`src/lht_pkg.sv`:
```
// Shared types and constants for the latency histogram tracker.
`timescale 1ns / 1ps

package lht_pkg;

  localparam int NUM_BINS   = 8;
  localparam int BIN_W      = 3;
  localparam int TID_W      = 32;
  localparam int TS_W       = 64;
  localparam int MODE_W     = 2;
  localparam int IN_DATA_W  = 104;
  localparam int OUT_DATA_W = 136;

  localparam logic [MODE_W-1:0] MODE_START = 2'd0;
  localparam logic [MODE_W-1:0] MODE_END   = 2'd1;
  localparam logic [MODE_W-1:0] MODE_READ  = 2'd2;

  // upper bounds (exclusive) of buckets 0..6, in ns
  localparam logic [TS_W-1:0] BUCKET_BOUNDS [NUM_BINS-1] = '{
    64'd1000, 64'd5000, 64'd10000, 64'd50000,
    64'd100000, 64'd500000, 64'd1000000
  };

  typedef struct packed {
    logic load;
    logic mod_step;
    logic rd_en;
    logic calc_en;
    logic sort_en;
    logic commit;
    logic clear_en;
  } cmd_t;

  typedef struct packed {
    logic mod_done;
    logic clear_done;
    logic out_free;
  } stat_t;

  typedef enum logic [5:0] {
    ST_CLEAR  = 6'b000001,
    ST_IDLE   = 6'b000010,
    ST_MOD    = 6'b000100,
    ST_FETCH  = 6'b001000,
    ST_SORT   = 6'b010000,
    ST_COMMIT = 6'b100000
  } state_t;

endpackage

```
`src/lht_ctrl.sv`:
```
// Sequencer for the latency histogram tracker: clear pass and per-beat steps.
`timescale 1ns / 1ps

module lht_ctrl (
  input  logic          clk,
  input  logic          rst_n,
  input  logic          in_tvalid,
  output logic          in_tready,
  input  lht_pkg::stat_t stat,
  output lht_pkg::cmd_t  cmd
);
  import lht_pkg::*;

  state_t state_r, state_nxt;

  always_ff @(posedge clk) begin
    if (!rst_n) begin
      state_r <= ST_CLEAR;
    end else begin
      state_r <= state_nxt;
    end
  end

  always_comb begin
    state_nxt = state_r;
    cmd       = '0;
    in_tready = 1'b0;
    case (state_r)
      ST_CLEAR: begin
        cmd.clear_en = 1'b1;
        if (stat.clear_done) state_nxt = ST_IDLE;
      end
      ST_IDLE: begin
        in_tready = 1'b1;
        if (in_tvalid) begin
          cmd.load  = 1'b1;
          state_nxt = ST_MOD;
        end
      end
      ST_MOD: begin
        if (stat.mod_done) begin
          cmd.rd_en = 1'b1;
          state_nxt = ST_FETCH;
        end else begin
          cmd.mod_step = 1'b1;
        end
      end
      ST_FETCH: begin
        cmd.calc_en = 1'b1;
        state_nxt   = ST_SORT;
      end
      ST_SORT: begin
        cmd.sort_en = 1'b1;
        state_nxt   = ST_COMMIT;
      end
      ST_COMMIT: begin
        // hold until the output register can take the result
        if (stat.out_free) begin
          cmd.commit = 1'b1;
          state_nxt  = ST_IDLE;
        end
      end
      default: begin
        state_nxt = ST_CLEAR;
      end
    endcase
  end

endmodule

```
`config.mk`:
```
export PLATFORM = sky130hd
export DESIGN_NAME = lht_ctrl
export DESIGN_NICKNAME = d
export VERILOG_FILES = /design/src/lht_pkg.sv /design/src/lht_ctrl.sv
export SDC_FILE = /design/constraint.sdc
export NUM_CORES = 1
export LEC_CHECK = 0
export BUFFER_PORTS_ARGS = -buffer_cell sky130_fd_sc_hd__buf_4
export CAP_MARGIN = 40
export CORE_AREA = 2 2 39 41
export DETAILED_ROUTE_END_ITERATION = 7
export DIE_AREA = 0 0 41 43
export SYNTH_ARGS = -nofsm -noshare
export SYNTH_HDL_FRONTEND = slang
export SYNTH_SLANG_ARGS = --single-unit
```
`constraint.sdc`:
```
create_clock -name clk -period 2.21 [get_ports clk]
set_clock_uncertainty 0.15 [all_clocks]
set_input_delay 0.442 -clock clk [delete_from_list [all_inputs] [get_ports clk]]
set_output_delay 0.442 -clock clk [all_outputs]
set_load 0.02 [all_outputs]
```
==> results of run 1 <==
cell usage after synthesis, drive strengths merged (2+ instances only):
| master | number | area [um^2] |
|---|---|---|
| or4 | 2 | 22.5 |
| o21ai | 2 | 10.0 |
| nor3b | 3 | 38.8 |
| nor2 | 2 | 7.51 |
| and3 | 2 | 12.5 |
| o21a | 4 | 30.0 |
| dfxtp | 6 | 120 |
| or4b | 2 | 20.0 |
| and2 | 3 | 18.8 |
| nor3 | 3 | 15.0 |
| or3b | 2 | 17.5 |
cells in the final DEF (no fill, tap or decap), drive strengths merged:
| master | count |
|---|---|
| a211oi | 1 |
| a21oi | 1 |
| and2 | 3 |
| and2b | 1 |
| and3 | 2 |
| buf | 16 |
| clkbuf | 3 |
| dfxtp | 6 |
| inv | 1 |
| nand3 | 1 |
| nor2 | 2 |
| nor3 | 3 |
| nor3b | 3 |
| nor4 | 1 |
| o211ai | 1 |
| o21a | 4 |
| o21ai | 2 |
| o22ai | 1 |
| o31a | 1 |
| or2b | 1 |
| or3b | 2 |
| or4 | 2 |
| or4b | 2 |
| xor2 | 1 |
report_power, final:
group          total, mW  internal, mW  switching (mW)
clock network      0.104        0.0617          0.0428
logic              0.172        0.0911          0.0804
registers          0.136         0.121          0.0149
total              0.412         0.274           0.138
worst max-delay path, delay by kind of cell (launching register included):
kind,cells,cell delay [ns]
buffers and inverters,1,0.13
flip-flops,1,0.35
AND/OR/NAND/NOR,3,0.92
final cells by class:
type / count / share of cell area [%]
multi-input combinational: 35 / 49.7
timing repair buffer: 16 / 21.6
sequential: 6 / 21.0
clock buffer: 3 / 3.71
tap: 16 / 3.30
inverter: 1 / 0.619
cell families (layout without fill, tap and decap cells):
family	Yosys count	count (layout)	synth area share (%)
AOI/OAI and AO/OA	11	11	19.4
and+or+nand+nor	23	23	45.5
xor gates and xnor gates	1	1	2.23
buffers and inverters	2	20	2.23
DFF	6	6	30.6
routing by layer:
metal	wire (um)	up-vias	global-route usage [%]	part of all wire, %
met5	0	-	0	0
met4	9	0	2.67	0.82
met3	61	2	8.90	5.5
met2	531	10	17.5	48
met1	497	203	18.8	45
li1	-	204	-	-
timing repair:
action	CTS	global route
endpoints found under the setup margin	6	6
hold buffers	0	0
resized for setup	6	10
pin swaps	2	0
buffers inserted	1	0
final timing paths:
kind,startpoint,endpoint,slack (ns),depth (start not counted)
min reg2reg,state_r[3]$_SDFFE_PN0P_,state_r[0]$_SDFFE_PN1P_,0.47,2
max,state_r[3]$_SDFFE_PN0P_,cmd[5],-0.03,4
min,rst_n,state_r[0]$_SDFFE_PN1P_,0.29,2
max reg2reg,state_r[1]$_SDFFE_PN0P_,state_r[4]$_SDFFE_PN0P_,0.33,5
metrics by stage:
stage	setup slack [ns]	hold slack, ns	std cells	total power, mW	area (um^2)
3_5_place_dp	0.156	0.475	73	0.284	520
3_3_place_gp	0.150	0.479	73	0.284	520
2_1_floorplan	0.00757	0.364	43	0.239	393
4_1_cts	-0.0339	0.280	77	0.403	572
5_1_grt	-0.0709	0.307	77	0.437	607
6_report	-0.0264	0.286	77	0.412	607
==> out/qor.yml, run 1 <==
grt:
  overflow: 0
  grtUsageTotal_pct: 13.6
  grt_pass1_wl_mm: 1.61
  antenna_found_initial: 0
  grt_pass1_vias: 376
  grt_max_degree: 10
floorplanning:
  start_util_pct: 28.4
  die_w_um: 41
  rows: 14
  die-area_um2: 1760
  io_pins: 14
  die_y_um: 43
  coreArea_um2: 1380
route:
  drc: 0
  via_per_inst: 5.44
  drtIter0Drc: 7
  routed-via-count: 419
  avgRoutedWirePerCell_um: 14.3
  drtPass1Iterations: 2
  ant_nets: 0
  wl_mm: 1.10
timing:
  setup_tns_ns: -0.0264
  hold_viol: 0
  final.min_clock_period_ns: 2.24
  finalSetupViolCount: 1
  max_freq_mhz: 447
  worst_pin_slew_ns: 0.396
  post-route-period-util_pct: 101
  worst_slack_ns: -0.0264
  rsz0062_at_grt: "yes"
  slew_viol_final: 0
  slew_headroom_pct: 73.4
worst_setup_path:
  crit_type: "reg -> out"
  crit_chain: "or4_4, nor3b_2, and2b_1, buf_6"
  required_ns: 1.62
  slowest_stage: "or4_4"
  crit_fanout: 5
  cpPeakStageDelay_ns: 0.51
  cp-start-kind: "register"
  cp_data_arrival_time_ns: 1.64
  critPathCaptureType: "primary output"
finish:
  antenna-diode-count: 0
  drive_gt1_share_pct: 59.0
  syn2layout_area_growth_pct: 54.5
  largest-register: "state_r"
  nNetsFinal: 69
  multi_input_comb_area_um2: 302
  biggestRegsByFlops: "state_r x6"
  regArea_um2: 128
  num-fill-cells: 136
  utilization_pct: 43.9
  largest_register_ffs: 6
synthesis:
  syn_inst: 43
  yosysUniqueCellTypes: 26
  async_reset_ff_share_pct: 0
  synth_nets: 49
  yosys_warnings: 0
  synth-edff-count: 0
  netlist_area_um2: 393
  syn_avg_cell_area_um2: 9.14
  synth_flop_cell: "dfxtp_1"
  ys_seq_elements: 6
  yosysSeqAreaShare_pct: 30.6
run_status:
  status: "finished with violations"
  violations: "setup timing"
cts:
  cts_buffer_depth: 2
  cts_tree: "yes"
  clkSinkCount: 6
  insertion_delay_ns: 0.25
  clk_pin_slew_ns: 0.05
  cts_made_buffers: 3
  cts.root.buffer_cell: "clkbuf_4"
  h-tree-depth: 1
place:
  portBuffers: 13
  gp_congestion: 0.797
  hpwl_um: 745
job:
  drv_cap: 0
min_path:
  hp-class: "in -> reg"
power_and_ir_drop:
  power.density_nw_per_um2: 679
  peakVddDrop_v: 0.000355
  leakage_nw: 0.252
No activity file was read; power rests on OpenSTA's default activity.
==> run 2: changes to the inputs <==
--- a/config.mk
+++ b/config.mk
@@ -5,6 +5,7 @@
 export SDC_FILE = /design/constraint.sdc
 export NUM_CORES = 1
 export LEC_CHECK = 0
+export ABC_AREA = 1
 export BUFFER_PORTS_ARGS = -buffer_cell sky130_fd_sc_hd__buf_4
 export CAP_MARGIN = 40
 export CORE_AREA = 2 2 39 41
==> out/qor.yml, run 2 <==
timing:
  worst_slack_ns: 0.380
  max_freq_mhz: 547
  slew_viol_final: 0
  hold_viol: 0
  slew_headroom_pct: 83.9
  rsz0062_at_grt: "no"
  post-route-period-util_pct: 82.8
  worst_pin_slew_ns: 0.241
  setup_tns_ns: 0
  final.min_clock_period_ns: 1.83
  finalSetupViolCount: 0
synthesis:
  yosysUniqueCellTypes: 12
  synth-edff-count: 0
  synth_top_cell_by_area: "dfxtp_1"
  synth_top_family_by_area: "simple AND/OR/NAND/NOR gates"
  synth_flop_cell: "dfxtp_1"
  async_reset_ff_share_pct: 0
  synth_compound_area_share_pct: 3.45
  syn_avg_cell_area_um2: 6.48
  synthAdderAreaFrac_pct: 0
  netlist_area_um2: 363
  synth_mux_area_share_pct: 0
  syn_inst: 56
  yosys_warnings: 0
  synth_nets: 62
  ys_seq_elements: 6
  synth_area_leaders: "dfxtp_1 33%, inv_1 14%, nand4_1 12%"
  synthSimpleGateAreaFrac_pct: 47.9
  synthXorXnorAreaFrac_pct: 0
  synth_top_cells_by_count: "14 x inv_1, 9 x nor2_1, 7 x nand4_1, 6 x dfxtp_1"
  yosysSeqAreaShare_pct: 33.1
  synth.top_cell.area_share_pct: 33.1
  synth_most_common_cell: "inv_1"
finish:
  num-fill-cells: 163
  nNetsFinal: 80
  antenna-diode-count: 0
  largest-register: "state_r"
  syn2layout_area_growth_pct: 38.6
  final_common_cell: "inv_1"
  final_cell_mix: "14 x inv_1, 13 x buf_4, 9 x nor2_1"
  biggestRegsByFlops: "state_r x6"
  drive_gt1_share_pct: 31.9
  largest_register_ffs: 6
route:
  routed-via-count: 391
  ant_nets: 0
  wl_um: 761
  drtIter0Drc: 7
  drc: 0
  avgRoutedWirePerCell_um: 8.65
  via_per_inst: 4.44
  drtPass1Iterations: 4
floorplanning:
  rows: 14
  io_pins: 14
  start_util_pct: 26.2
  die_w_um: 41
  die_y_um: 43
  coreArea_um2: 1380
  die-area_um2: 1760
power_and_ir_drop:
  power.total_uw: 372
  seqPwrFrac_pct: 36.0
  p_sw_uw: 134
  power.density_nw_per_um2: 740
  peakVddDrop_v: 0.000422
  clkPwrFrac_pct: 26.9
  leakage_nw: 0.295
  switching_share_pct: 36.1
  internal_power_uw: 238
  p_comb_share_pct: 37.1
grt:
  grt_max_degree: 8
  grt_pass1_vias: 300
  grt_pass1_wl_mm: 1.17
  grtUsageTotal_pct: 9.88
  overflow: 0
  antenna_found_initial: 0
worst_setup_path:
  slowest_stage: "dfxtp_1"
  required_ns: 1.62
  startpoint: "state_r[4]$_SDFFE_PN0P_"
  critPathCaptureType: "primary output"
  crit_chain: "nor2_4, nand3_1, nor2_2, buf_4"
  r2r_start: "state_r[0]$_SDFFE_PN1P_"
  cp_data_arrival_time_ns: 1.24
  cpPeakStageDelay_ns: 0.34
  crit_type: "reg -> out"
  critical_path.top_delay_family: "simple AND/OR/NAND/NOR gates"
  crit_fanout: 7
  cp.buffers_inverters: 1
  cp-start-kind: "register"
cts:
  clkSinkCount: 6
  hold_buffers: 0
  h-tree-depth: 1
  cts_tree: "yes"
  cts.repair.resized: 0
  cts_made_buffers: 3
  post-cts-setup-buffer-count: 0
  cts.root.buffer_cell: "clkbuf_4"
  clk_pin_slew_ns: 0.04
  insertion_delay_ns: 0.25
  cts_buffer_depth: 2
job:
  drv_cap: 0
min_path:
  hp-class: "in -> reg"
  holdCritStartpoint: "rst_n"
place:
  hpwl_um: 639
  gp_congestion: 0.795
  dpl_worst_slack_ns: 0.641
  portBuffers: 13
run_status:
  status: "finished clean"
## run 2: power groups by stage
stage | Combinational, mW | Sequential, mW | Clock [mW]
2_1_floorplan | 0.0971 | 0.134 | 0
4_1_cts | 0.139 | 0.134 | 0.102
6_report | 0.138 | 0.134 | 0.100
3_5_place_dp | 0.138 | 0.136 | 0
3_3_place_gp | 0.140 | 0.136 | 0
5_1_grt | 0.159 | 0.136 | 0.111
## run 2: layer usage
metal,vias up,GRT usage [%],share of wire [%]
met5,-,0,0
met4,0,6.00,2.9
met3,2,3.14,11
met2,22,12.5,39
met1,159,14.0,47
li1,208,-,-
## run 2: kinds of logic (layout without fill, tap and decap cells)
group	Yosys count	in the layout
and+or+nand+nor	33	33
buffers and inverters	15	31
DFF	6	6
AOI/OAI and AO/OA	2	2
## run 2: worst paths after layout
kind                             end  slack [ns]  depth (start not counted)
max reg2reg  state_r[0]$_SDFFE_PN1P_        0.96                          6
min          state_r[0]$_SDFFE_PN1P_        0.26                          2
min reg2reg  state_r[1]$_SDFFE_PN0P_        0.37                          2
max                           cmd[6]        0.38                          4
## run 2: through the flow
stage                     instance area, um^2  hold WS [ns]  cells  utilization, %
after CTS                                 503         0.266     88            36.3
after detailed placement                  480         0.369     85            34.7
final                                     503         0.263     88            36.3
after floorplan                           363         0.351     56               -
after global placement                    480         0.369     85            34.7
after global routing                      503         0.263     88            36.3
## run 2: layout make-up
class,instances,area [um^2],share of cell area (%)
tap,16,20.0,3.98
clock buffer,3,22.5,4.48
inverter,15,56.3,11.2
timing repair buffer,13,97.6,19.4
multi-input combinational,35,186,37.1
sequential,6,120,23.9
## run 2: worst reg2reg max path, delay by kind of cell, from the launching register on
family           cells  cell delay, ns
AND/OR/NAND/NOR      6            0.67
flip-flops           1            0.32
